`src/sv/tgpe_pkg.sv`:
```
// ----------------------------------------------------------------------------
// tgpe_pkg
// Shared types and constants of the 5x7 text glyph pixel emitter.
// ----------------------------------------------------------------------------
package tgpe_pkg;

  // glyph geometry
  localparam int unsigned GLYPH_COLS = 5;
  localparam int unsigned GLYPH_ROWS = 7;
  localparam int unsigned CELL_COUNT = GLYPH_COLS * GLYPH_ROWS;

  // character codes with special handling
  localparam logic [7:0] NEWLINE_CODE = 8'd10;

  // configuration register indexes
  localparam logic [1:0] CFG_ORIGIN_X   = 2'd0;
  localparam logic [1:0] CFG_ORIGIN_Y   = 2'd1;
  localparam logic [1:0] CFG_PIXEL_SIZE = 2'd2;
  localparam logic [1:0] CFG_DRAW_COLOR = 2'd3;

  // glyph cell bits, first cell (top row, left column) in the msb
  typedef logic [CELL_COUNT-1:0] glyph_t;

  // input beat
  typedef struct packed {
    logic [7:0] char_code;
    logic       restart;
  } in_beat_t;

  // output beat
  typedef struct packed {
    logic [15:0] rect_x;
    logic [15:0] rect_y;
    logic [4:0]  rect_size;
    logic [31:0] rect_color;
    logic        last;
  } out_beat_t;

endpackage

```
`src/sv/tgpe_glyph_rom.sv`:
```
// ----------------------------------------------------------------------------
// tgpe_glyph_rom
// Maps a character byte to its 5x7 cell bitmap; lower case folds to upper
// case and any byte without a glyph gets the default glyph.
// ----------------------------------------------------------------------------
module tgpe_glyph_rom (
  input  logic [7:0]      char_code_i,
  output tgpe_pkg::glyph_t glyph_o
);
  import tgpe_pkg::*;

  localparam int unsigned SYMBOL_COUNT = 52;
  localparam int unsigned IDX_W        = $clog2(SYMBOL_COUNT + 1);

  logic [IDX_W-1:0] idx;

  // character to symbol index
  always_comb begin
    idx = IDX_W'(SYMBOL_COUNT);
    if (char_code_i >= 8'h41 && char_code_i <= 8'h5A) begin
      idx = IDX_W'(char_code_i - 8'h41);
    end else if (char_code_i >= 8'h61 && char_code_i <= 8'h7A) begin
      idx = IDX_W'(char_code_i - 8'h61);
    end else if (char_code_i >= 8'h30 && char_code_i <= 8'h39) begin
      idx = IDX_W'(char_code_i - 8'h30) + IDX_W'(26);
    end else begin
      unique case (char_code_i)
        8'h2E:   idx = IDX_W'(36); // period
        8'h2C:   idx = IDX_W'(37); // comma
        8'h3A:   idx = IDX_W'(38); // colon
        8'h2D:   idx = IDX_W'(39); // minus
        8'h2B:   idx = IDX_W'(40); // plus
        8'h2F:   idx = IDX_W'(41); // slash
        8'h28:   idx = IDX_W'(42); // open paren
        8'h29:   idx = IDX_W'(43); // close paren
        8'h5B:   idx = IDX_W'(44); // open bracket
        8'h5D:   idx = IDX_W'(45); // close bracket
        8'h3D:   idx = IDX_W'(46); // equals
        8'h5F:   idx = IDX_W'(47); // underscore
        8'h25:   idx = IDX_W'(48); // percent
        8'h21:   idx = IDX_W'(49); // exclamation
        8'h3F:   idx = IDX_W'(50); // question
        8'h20:   idx = IDX_W'(51); // space
        default: idx = IDX_W'(SYMBOL_COUNT);
      endcase
    end
  end

  // glyph bitmap table
  always_comb begin
    unique case (idx)
      6'd0:    glyph_o = 35'b01110100011000111111100011000110001;
      6'd1:    glyph_o = 35'b11110100011000111110100011000111110;
      6'd2:    glyph_o = 35'b01111100001000010000100001000001111;
      6'd3:    glyph_o = 35'b11110100011000110001100011000111110;
      6'd4:    glyph_o = 35'b11111100001000011110100001000011111;
      6'd5:    glyph_o = 35'b11111100001000011110100001000010000;
      6'd6:    glyph_o = 35'b01111100001000010011100011000101111;
      6'd7:    glyph_o = 35'b10001100011000111111100011000110001;
      6'd8:    glyph_o = 35'b11111001000010000100001000010011111;
      6'd9:    glyph_o = 35'b00111000100001000010100101001001100;
      6'd10:   glyph_o = 35'b10001100101010011000101001001010001;
      6'd11:   glyph_o = 35'b10000100001000010000100001000011111;
      6'd12:   glyph_o = 35'b10001110111010110101100011000110001;
      6'd13:   glyph_o = 35'b10001110011010110011100011000110001;
      6'd14:   glyph_o = 35'b01110100011000110001100011000101110;
      6'd15:   glyph_o = 35'b11110100011000111110100001000010000;
      6'd16:   glyph_o = 35'b01110100011000110001101011001001101;
      6'd17:   glyph_o = 35'b11110100011000111110101001001010001;
      6'd18:   glyph_o = 35'b01111100001000001110000010000111110;
      6'd19:   glyph_o = 35'b11111001000010000100001000010000100;
      6'd20:   glyph_o = 35'b10001100011000110001100011000101110;
      6'd21:   glyph_o = 35'b10001100011000110001100010101000100;
      6'd22:   glyph_o = 35'b10001100011000110101101011010101010;
      6'd23:   glyph_o = 35'b10001100010101000100010101000110001;
      6'd24:   glyph_o = 35'b10001100010101000100001000010000100;
      6'd25:   glyph_o = 35'b11111000010001000100010001000011111;
      6'd26:   glyph_o = 35'b01110100011001110101110011000101110;
      6'd27:   glyph_o = 35'b00100011000010000100001000010001110;
      6'd28:   glyph_o = 35'b01110100010000100010001000100011111;
      6'd29:   glyph_o = 35'b11110000010000101110000010000111110;
      6'd30:   glyph_o = 35'b00010001100101010010111110001000010;
      6'd31:   glyph_o = 35'b11111100001000011110000010000111110;
      6'd32:   glyph_o = 35'b01110100001000011110100011000101110;
      6'd33:   glyph_o = 35'b11111000010001000100010000100001000;
      6'd34:   glyph_o = 35'b01110100011000101110100011000101110;
      6'd35:   glyph_o = 35'b01110100011000101111000010000101110;
      6'd36:   glyph_o = 35'b00000000000000000000000000110001100;
      6'd37:   glyph_o = 35'b00000000000000000000011000010001000;
      6'd38:   glyph_o = 35'b00000011000110000000011000110000000;
      6'd39:   glyph_o = 35'b00000000000000011111000000000000000;
      6'd40:   glyph_o = 35'b00000001000010011111001000010000000;
      6'd41:   glyph_o = 35'b00001000100001000100010000100010000;
      6'd42:   glyph_o = 35'b00010001000100001000010000010000010;
      6'd43:   glyph_o = 35'b01000001000001000010000100010001000;
      6'd44:   glyph_o = 35'b01110010000100001000010000100001110;
      6'd45:   glyph_o = 35'b01110000100001000010000100001001110;
      6'd46:   glyph_o = 35'b00000111110000011111000000000000000;
      6'd47:   glyph_o = 35'b00000000000000000000000000000011111;
      6'd48:   glyph_o = 35'b11001110100001000100010000101110011;
      6'd49:   glyph_o = 35'b00100001000010000100001000000000100;
      6'd50:   glyph_o = 35'b01110100010000100010001000000000100;
      6'd51:   glyph_o = 35'b00000000000000000000000000000000000;
      // default glyph, tail padded with unlit cells
      default: glyph_o = 35'b11111100010001000100000000010000000;
    endcase
  end

endmodule

```
`src/sv/text_glyph_pixel_emitter_core.sv`:
```
// ----------------------------------------------------------------------------
// text_glyph_pixel_emitter_core
// Text cursor and 5x7 glyph scanner: one square per lit cell of each glyph.
//
//   channel  direction  handshake              beat
//   in       input      in_valid_i/in_ready_o  in_beat_t   (char_code, restart)
//   out      output     out_valid_o/out_ready_i out_beat_t (rect_x .. last)
//   cfg      input      cfg_we_i               cfg_index_i, cfg_data_i
//
// A character is accepted, then scanned at one cell per cycle, barring output
// stalls, up to its last lit cell (at most 35, one cell for a blank glyph), then
// the cursor advances, all through one shared 17-bit adder that steps by pixel_size.
// A newline is accepted, then moves the cursor to the origin column and down a line.
// in_ready_o is high only while the sequencer is idle.
// Reset puts the cursor and origin at 0, pixel_size at 1, color all ones.
// A lit cell waits while the output register holds an untaken beat.
// ----------------------------------------------------------------------------
module text_glyph_pixel_emitter_core (
  input  logic                 clk_i,
  input  logic                 rst_ni,
  input  logic                 in_valid_i,
  output logic                 in_ready_o,
  input  tgpe_pkg::in_beat_t   in_beat_i,
  output logic                 out_valid_o,
  input  logic                 out_ready_i,
  output tgpe_pkg::out_beat_t  out_beat_o,
  input  logic                 cfg_we_i,
  input  logic [1:0]           cfg_index_i,
  input  logic [31:0]          cfg_data_i
);
  import tgpe_pkg::*;

  localparam int unsigned COL_W  = $clog2(GLYPH_COLS);
  localparam int unsigned STEP_W = 4;

  typedef enum logic [1:0] {
    ST_IDLE,
    ST_SCAN,
    ST_ADV,
    ST_NL
  } state_e;

  // configuration registers
  logic [15:0] origin_x_q, origin_y_q;
  logic [4:0]  pixel_size_q;
  logic [31:0] draw_color_q;

  // sequencer and datapath registers
  state_e      state_q;
  logic [15:0] cursor_x_q, cursor_y_q;
  logic [16:0] x_acc_q, y_acc_q;
  glyph_t      glyph_q;
  logic [COL_W-1:0]  col_q;
  logic [STEP_W-1:0] step_q;
  logic [4:0]  ps_q;
  logic [31:0] color_q;
  logic        out_valid_q;
  out_beat_t   out_q;

  // combinational signals
  glyph_t      rom_glyph;
  logic [4:0]  eff_size;
  logic [15:0] cx, cy;
  logic        add_to_y;
  logic [16:0] sum;
  logic        rest_empty;
  logic        advance;
  logic        emit;
  logic        in_fire;

  function automatic logic [15:0] sat16(input logic [16:0] v);
    return v[16] ? 16'hFFFF : v[15:0];
  endfunction

  tgpe_glyph_rom u_rom (
    .char_code_i (in_beat_i.char_code),
    .glyph_o     (rom_glyph)
  );

  // configuration writes
  always_ff @(posedge clk_i or negedge rst_ni) begin
    if (!rst_ni) begin
      origin_x_q   <= '0;
      origin_y_q   <= '0;
      pixel_size_q <= 5'd1;
      draw_color_q <= 32'hFFFF_FFFF;
    end else if (cfg_we_i) begin
      unique case (cfg_index_i)
        CFG_ORIGIN_X:   origin_x_q   <= cfg_data_i[15:0];
        CFG_ORIGIN_Y:   origin_y_q   <= cfg_data_i[15:0];
        CFG_PIXEL_SIZE: pixel_size_q <= cfg_data_i[4:0];
        CFG_DRAW_COLOR: draw_color_q <= cfg_data_i;
        default:        ;
      endcase
    end
  end

  // clamp pixel size to 1..16
  always_comb begin
    if (pixel_size_q == 5'd0) begin
      eff_size = 5'd1;
    end else if (pixel_size_q > 5'd16) begin
      eff_size = 5'd16;
    end else begin
      eff_size = pixel_size_q;
    end
  end

  // cursor at accept, after an optional restart
  assign cx = in_beat_i.restart ? origin_x_q : cursor_x_q;
  assign cy = in_beat_i.restart ? origin_y_q : cursor_y_q;

  // shared adder: steps x along a row and in the cursor advance, y down rows and newlines
  assign add_to_y = (state_q == ST_NL) ||
                    ((state_q == ST_SCAN) && (col_q == COL_W'(GLYPH_COLS - 1)));
  assign sum      = (add_to_y ? y_acc_q : x_acc_q) + 17'(ps_q);

  // scan control
  assign rest_empty = (glyph_q[CELL_COUNT-2:0] == '0);
  assign advance    = !(glyph_q[CELL_COUNT-1] && out_valid_q && !out_ready_i);
  assign emit       = (state_q == ST_SCAN) && glyph_q[CELL_COUNT-1] && advance;
  assign in_ready_o = (state_q == ST_IDLE);
  assign in_fire    = in_valid_i && in_ready_o;

  // sequencer, cursor and output register
  always_ff @(posedge clk_i or negedge rst_ni) begin
    if (!rst_ni) begin
      state_q     <= ST_IDLE;
      cursor_x_q  <= '0;
      cursor_y_q  <= '0;
      x_acc_q     <= '0;
      y_acc_q     <= '0;
      glyph_q     <= '0;
      col_q       <= '0;
      step_q      <= '0;
      ps_q        <= 5'd1;
      color_q     <= '0;
      out_valid_q <= 1'b0;
      out_q       <= '0;
    end else begin
      // output beat register
      if (emit) begin
        out_valid_q      <= 1'b1;
        out_q.rect_x     <= sat16(x_acc_q);
        out_q.rect_y     <= sat16(y_acc_q);
        out_q.rect_size  <= ps_q;
        out_q.rect_color <= color_q;
        out_q.last       <= rest_empty;
      end else if (out_ready_i) begin
        out_valid_q <= 1'b0;
      end

      unique case (state_q)
        ST_IDLE: begin
          if (in_fire) begin
            ps_q    <= eff_size;
            color_q <= draw_color_q;
            if (in_beat_i.char_code == NEWLINE_CODE) begin
              cursor_x_q <= origin_x_q;
              y_acc_q    <= {1'b0, cy};
              step_q     <= STEP_W'(GLYPH_ROWS + 1);
              state_q    <= ST_NL;
            end else begin
              cursor_x_q <= cx;
              cursor_y_q <= cy;
              x_acc_q    <= {1'b0, cx};
              y_acc_q    <= {1'b0, cy};
              glyph_q    <= rom_glyph;
              col_q      <= '0;
              state_q    <= ST_SCAN;
            end
          end
        end
        ST_SCAN: begin
          if (advance) begin
            glyph_q <= glyph_q << 1;
            if (rest_empty) begin
              x_acc_q <= {1'b0, cursor_x_q};
              step_q  <= STEP_W'(GLYPH_COLS);
              state_q <= ST_ADV;
            end else if (col_q == COL_W'(GLYPH_COLS - 1)) begin
              col_q   <= '0;
              x_acc_q <= {1'b0, cursor_x_q};
              y_acc_q <= sum;
            end else begin
              col_q   <= col_q + COL_W'(1);
              x_acc_q <= sum;
            end
          end
        end
        ST_ADV: begin
          x_acc_q <= sum;
          if (step_q == '0) begin
            cursor_x_q <= sat16(sum);
            state_q    <= ST_IDLE;
          end else begin
            step_q <= step_q - STEP_W'(1);
          end
        end
        ST_NL: begin
          y_acc_q <= sum;
          if (step_q == '0) begin
            cursor_y_q <= sat16(sum);
            state_q    <= ST_IDLE;
          end else begin
            step_q <= step_q - STEP_W'(1);
          end
        end
        default: state_q <= ST_IDLE;
      endcase
    end
  end

  assign out_valid_o = out_valid_q;
  assign out_beat_o  = out_q;

  // latched pixel size stays within 1..16
  a_ps_range: assert property (@(posedge clk_i) disable iff (!rst_ni)
    (ps_q != 5'd0) && (ps_q <= 5'd16))
    else $error("pixel size register out of range");

  // column counter stays inside the glyph
  a_col_range: assert property (@(posedge clk_i) disable iff (!rst_ni)
    col_q <= COL_W'(GLYPH_COLS - 1))
    else $error("column counter past glyph width");

  // the final square of a glyph hands over to the cursor advance
  a_last_adv: assert property (@(posedge clk_i) disable iff (!rst_ni)
    (emit && rest_empty) |=> (state_q == ST_ADV))
    else $error("last square not followed by cursor advance");

  // an accepted newline starts the line step and emits nothing
  a_nl_step: assert property (@(posedge clk_i) disable iff (!rst_ni)
    (in_fire && (in_beat_i.char_code == NEWLINE_CODE))
      |=> ((state_q == ST_NL) && !emit))
    else $error("newline did not enter line step");

endmodule

```
`config.mk`:
```
export PLATFORM = sky130hd
export DESIGN_NAME = text_glyph_pixel_emitter_core
export DESIGN_NICKNAME = d
export VERILOG_FILES = /design/src/sv/tgpe_pkg.sv /design/src/sv/tgpe_glyph_rom.sv /design/src/sv/text_glyph_pixel_emitter_core.sv
export SDC_FILE = /design/constraint.sdc
export NUM_CORES = 1
export LEC_CHECK = 0
export BUFFER_PORTS_ARGS = -buffer_cell sky130_fd_sc_hd__buf_2
export CAP_MARGIN = 10
export CORE_ASPECT_RATIO = 1.25
export CORE_MARGIN = 2
export CORE_UTILIZATION = 50
export CTS_CLUSTER_DIAMETER = 40
export DETAILED_ROUTE_END_ITERATION = 10
export HOLD_SLACK_MARGIN = 0.06
export PLACE_DENSITY_LB_ADDON = 0.1
export SLEW_MARGIN = 20
export SYNTH_ARGS = -nofsm -noshare
export SYNTH_HDL_FRONTEND = slang
export SYNTH_SLANG_ARGS = --single-unit
```
`constraint.sdc`:
```
create_clock -name clk_i -period 4.9 [get_ports clk_i]
set_input_delay 0.98 -clock clk_i [delete_from_list [all_inputs] [get_ports clk_i]]
set_output_delay 0.98 -clock clk_i [all_outputs]
set_load 0.01 [all_outputs]
```
==> results.md <==
STA:
- The max-slew headroom at the worst pin is 29.72%.
- The setup total negative slack is 0 ns.
- Of the available clock period, the critical path in the final layout requires approximately nine tenths.
- Between clock sinks in the finished design, the worst skew comes to 0.01711 ns.
- The timing-limited maximum frequency is 0.2244 GHz.
- In the post-route analysis, the smallest setup slack over all paths is about 0.44 ns.
- Setup repair after global routing left no endpoint under its margin.
- For the pin with the worst max-slew slack, the measured transition is around 1.1 ns.
- The number of pins exceeding their max-slew limit in the final report is 0.
- The setup violation total in the final timing report is 0.
- The final critical-path required period is between 4 and 5 ns.
- The total count of hold-check failures in the final report is 0.

Global routing:
- The initial antenna violation count came to 0.
- The via count of the first global-routing pass is 14080.
- The first global-routing pass estimated approximately 80 mm of wire.
- After global routing the overflow that remains totals 0.
- Across every metal layer, demand over resource in global routing totals 30.60%.
- Entering global routing, the biggest net connects 110 pins.

Setup path:
- Measured in cells, the most critical reg-to-reg path has a length of 17.
- Along the worst path, the maximum fanout reaches 16.
- Setup slack on the worst reg-to-reg path comes out at approximately 0.44 ns.
- The arrival time at the worst endpoint is roughly 4.8 ns.
- In this run the critical register-to-register path is captured at cursor_x_q[2].
- The required time at the worst-slack endpoint is around 5.3 ns.
- The worst setup path category is register to register.
- The kind of capture point of the worst setup path is a register.
- The launch point of the worst reg-to-reg path is state_q[1].
- The worst setup path is launched from a register.

Synth:
- Counting flops and latches in the post-synthesis netlist gives 287.
- Counting flops with a built-in enable in the synthesized netlist gives 0.
- Of all flip-flops after synthesis, the portion carrying an async set or reset was 100.0%.
- Among all flip-flop cells after synthesis, the most frequent one is sky130_fd_sc_hd__dfrtp_1.
- Yosys mapped the design onto approximately 100 distinct sky130hd cell types.
- Counting every instance in the synthesized netlist gives approximately 1700.
- Counting every net in the synthesized netlist gives 1774.
- In this run the cell area of the synthesized design comes to 16420 um2.
- The total of warnings raised by yosys is 0.
- The mean cell area of the mapped netlist is slightly below 10 um2.
- The sequential area share after synthesis is roughly 44%.

Clocking:
- TritonCTS built the clock tree.
- The post-cts repair resize count is 0.
- The number of H-tree levels is 1.
- The number of buffers inserted by hold repair at cts is 0.
- The number of clock sinks is roughly 290.
- The buffers inserted during post-CTS setup optimization is 0.
- The clock transition at the register clock pins on the worst setup and hold paths after CTS is ~0.06 ns.
- The cell chosen for the clock root is sky130_fd_sc_hd__clkbuf_16.
- At the later pin of the worst-skew pair, clock insertion delay measures 0.57 ns.
- The buffer levels on the longest clock path is 3.
- The number of buffers created by CTS is 31.

Route:
- The violation count after the first detailed-routing iteration is 1209.
- The first TritonRoute pass finished after 5 iterations.
- Detailed routing inserted a total of roughly 14000 vias.
- Using the TritonRoute via totals, the vias-per-cell ratio works out to a little over 6.
- The DRC violation count after routing is 0.
- Once detail routing completed, the nets flagged for antenna violations numbered 0.
- Summed over all layers, the routed wires come to about 53 mm.
- In the final routed layout, each cell accounts on average for 23.43 um.

Power and ir drop:
- IR analysis of the VDD net gives a maximum drop of around 0.48 mV.
- For this design the ratio of total power to cell area is about 650 nW/um2.
- In this run the static leakage power is 7.939 nW.

Floorplanning:
- The effective utilization at floorplan is roughly half.
- In this run the core area contains 74 standard-cell rows.
- The I/O pin count is 120.
- The x dimension of the die is around 170 um.
- The die covers 34310 um2.
- The region available for standard cell placement spans 32500 um2.
- Measured along the y axis, the die boundary spans between 200 and 250 um.

Placed design:
- The placed standard-cell area is about 18000 um2.
- The post-place setup slack is roughly 0.42 ns.
- The number of I/O port buffers is 119.
- The placer congestion estimate is between 0.9 and 1.
- The detailed-placement wirelength estimate is around 38 mm.

Finish:
- The layout cell share with drive strength beyond 1 is 28.51%.
- Compared with the post-synthesis result, the final layout area differs by 14.56%.
- The library cells used most frequently in the layout, excluding fill and tap cells, are sky130_fd_sc_hd__dfrtp_1, sky130_fd_sc_hd__nand2_1, sky130_fd_sc_hd__mux2_2.
- The final-stage net count is ~1900.
- The commonest non-fill, non-tap cell in the layout is sky130_fd_sc_hd__dfrtp_1.
- The sequential cells in the finished layout cover a total of just over 7000 um2.
- The final instance area is 18810 um2.
- The antenna diode instance count is 0.
- Summing all multi-input logic gate instances after layout gives roughly 8500 um2.
- The layout has roughly 2800 filler cells.

Outcome:
- The run finished with clean final reports.

Flow run:
- The max capacitance violation total is 0.

Hold path:
- The worst min-delay path category is input pin to asynchronous set/reset pin.
## synth_stat cells (7+ instances only)
| cell | n | area [um2] |
|---|---|---|
| sky130_fd_sc_hd__a32oi_1 | 9 | 78.83 |
| sky130_fd_sc_hd__a22oi_1 | 8 | 60.06 |
| sky130_fd_sc_hd__o31ai_1 | 19 | 142.6 |
| sky130_fd_sc_hd__mux2i_1 | 16 | 160.2 |
| sky130_fd_sc_hd__buf_6 | 14 | 157.7 |
| sky130_fd_sc_hd__inv_1 | 31 | 116.4 |
| sky130_fd_sc_hd__nand2_1 | 164 | 615.6 |
| sky130_fd_sc_hd__o21ai_1 | 11 | 55.05 |
| sky130_fd_sc_hd__nand2b_1 | 15 | 93.84 |
| sky130_fd_sc_hd__a21o_1 | 7 | 52.55 |
| sky130_fd_sc_hd__buf_2 | 24 | 120.1 |
| sky130_fd_sc_hd__nor2b_1 | 23 | 143.9 |
| sky130_fd_sc_hd__nand3_1 | 41 | 205.2 |
| sky130_fd_sc_hd__or3_1 | 20 | 125.1 |
| sky130_fd_sc_hd__o221ai_1 | 9 | 78.83 |
| sky130_fd_sc_hd__buf_1 | 15 | 56.30 |
| sky130_fd_sc_hd__clkbuf_1 | 70 | 262.8 |
| sky130_fd_sc_hd__a221oi_2 | 7 | 105.1 |
| sky130_fd_sc_hd__a211oi_1 | 26 | 195.2 |
| sky130_fd_sc_hd__o32ai_1 | 8 | 70.07 |
| sky130_fd_sc_hd__mux2_2 | 159 | 1790 |
| sky130_fd_sc_hd__nand4_1 | 11 | 68.82 |
| sky130_fd_sc_hd__a31oi_1 | 29 | 181.4 |
| sky130_fd_sc_hd__nor4_1 | 10 | 62.56 |
| sky130_fd_sc_hd__a221oi_1 | 12 | 105.1 |
| sky130_fd_sc_hd__nor2_1 | 158 | 593.1 |
| sky130_fd_sc_hd__dfrtp_1 | 253 | 6331 |
| sky130_fd_sc_hd__o22ai_1 | 35 | 219.0 |
| sky130_fd_sc_hd__xor2_1 | 16 | 140.1 |
| sky130_fd_sc_hd__ha_1 | 35 | 437.9 |
| sky130_fd_sc_hd__nor3_1 | 20 | 100.1 |
| sky130_fd_sc_hd__o2bb2ai_1 | 8 | 70.07 |
| sky130_fd_sc_hd__o211ai_1 | 13 | 97.59 |
| sky130_fd_sc_hd__dfstp_2 | 34 | 893.4 |
| sky130_fd_sc_hd__o21ai_0 | 110 | 550.5 |
| sky130_fd_sc_hd__a21oi_1 | 107 | 535.5 |
| sky130_fd_sc_hd__xnor2_1 | 9 | 78.83 |
## flip-flops by register name, summed over array words and instances (netlist names)
signal	count
col_q	3
color_q	32
cursor_x_q	16
cursor_y_q	16
draw_color_q	32
glyph_q	35
origin_x_q	16
origin_y_q	16
out_beat_o	70
out_valid_o	1
pixel_size_q	5
ps_q	5
state_q	2
step_q	4
x_acc_q	17
y_acc_q	17
## report_power, final
group          internal, W  total, W  switching, W  leakage (nW)
Clock              0.00142   0.00241      0.000989         0.510
Sequential         0.00342   0.00415      0.000731          3.41
Combinational      0.00222   0.00559       0.00337          4.02
Total              0.00707    0.0122       0.00509          7.94
## worst max-delay path, stage by stage (launching register included)
cell	delay, ns
sky130_fd_sc_hd__dfrtp_1	0.44
sky130_fd_sc_hd__inv_1	0.12
sky130_fd_sc_hd__ha_1	0.42
sky130_fd_sc_hd__a31o_1	0.30
sky130_fd_sc_hd__nand2_1	0.07
sky130_fd_sc_hd__nand2_1	0.07
sky130_fd_sc_hd__ha_1	0.16
sky130_fd_sc_hd__inv_1	0.06
sky130_fd_sc_hd__fa_1	0.43
sky130_fd_sc_hd__nor2b_1	0.13
sky130_fd_sc_hd__o21ai_0	0.10
sky130_fd_sc_hd__a21boi_0	0.26
sky130_fd_sc_hd__buf_4	0.17
sky130_fd_sc_hd__o211a_1	0.22
sky130_fd_sc_hd__nand4_1	0.14
sky130_fd_sc_hd__xnor2_1	0.19
sky130_fd_sc_hd__o21ai_2	0.78
sky130_fd_sc_hd__a221oi_1	0.22
## logic make-up after synthesis
group,share of synthesized area [%]
buffers and inverters,4.664
adders and majority gates,2.789
DFF,44.00
and+or+nand+nor,14.37
xor gates and xnor gates,1.334
muxes,12.06
AOI/OAI and AO/OA,20.77
## worst max path at each step
stage | start | to | slack, ns | cells after the start
6_report | state_q[1] | cursor_x_q[2] | 0.44 | 17
3_3_place_gp | in_beat_i[2] | glyph_q[1] | 0.39 | 15
2_1_floorplan | state_q[1] | cursor_x_q[10] | 0.92 | 20
5_1_grt | state_q[1] | cursor_y_q[3] | 0.05 | 16
4_1_cts | state_q[1] | cursor_x_q[2] | 0.48 | 17
3_5_place_dp | in_beat_i[2] | glyph_q[1] | 0.42 | 15
## metal layers
metal,share of wire [%],wire (um),up-vias,track usage [%]
met4,6.9,3651,0,19.07
met1,37,19590,6862,34.06
li1,-,-,6403,-
met2,52,27310,523,56.55
met3,4.3,2296,186,3.165
met5,0,0,-,0
## layout make-up
class / count / area share, %
clock buffer: 38 / 4.424
clock inverter: 20 / 1.231
inverter: 35 / 0.6985
multi-input combinational: 1240 / 44.95
sequential: 287 / 38.41
tap: 418 / 2.781
timing repair buffer: 218 / 7.503
## stage by stage
step	power, W	instances	hold WS [ns]	util, %
finish	0.01216	2256	0.4638	57.88
global route	0.01295	2256	0.4986	57.88
CTS	0.01216	2256	0.4727	57.88
detailed placement	0.009713	2198	0.4582	54.60
global placement	0.009602	2198	0.4547	54.60
floorplan	0.007760	1690	0.4407	-
(Power assumes the default switching activity.)
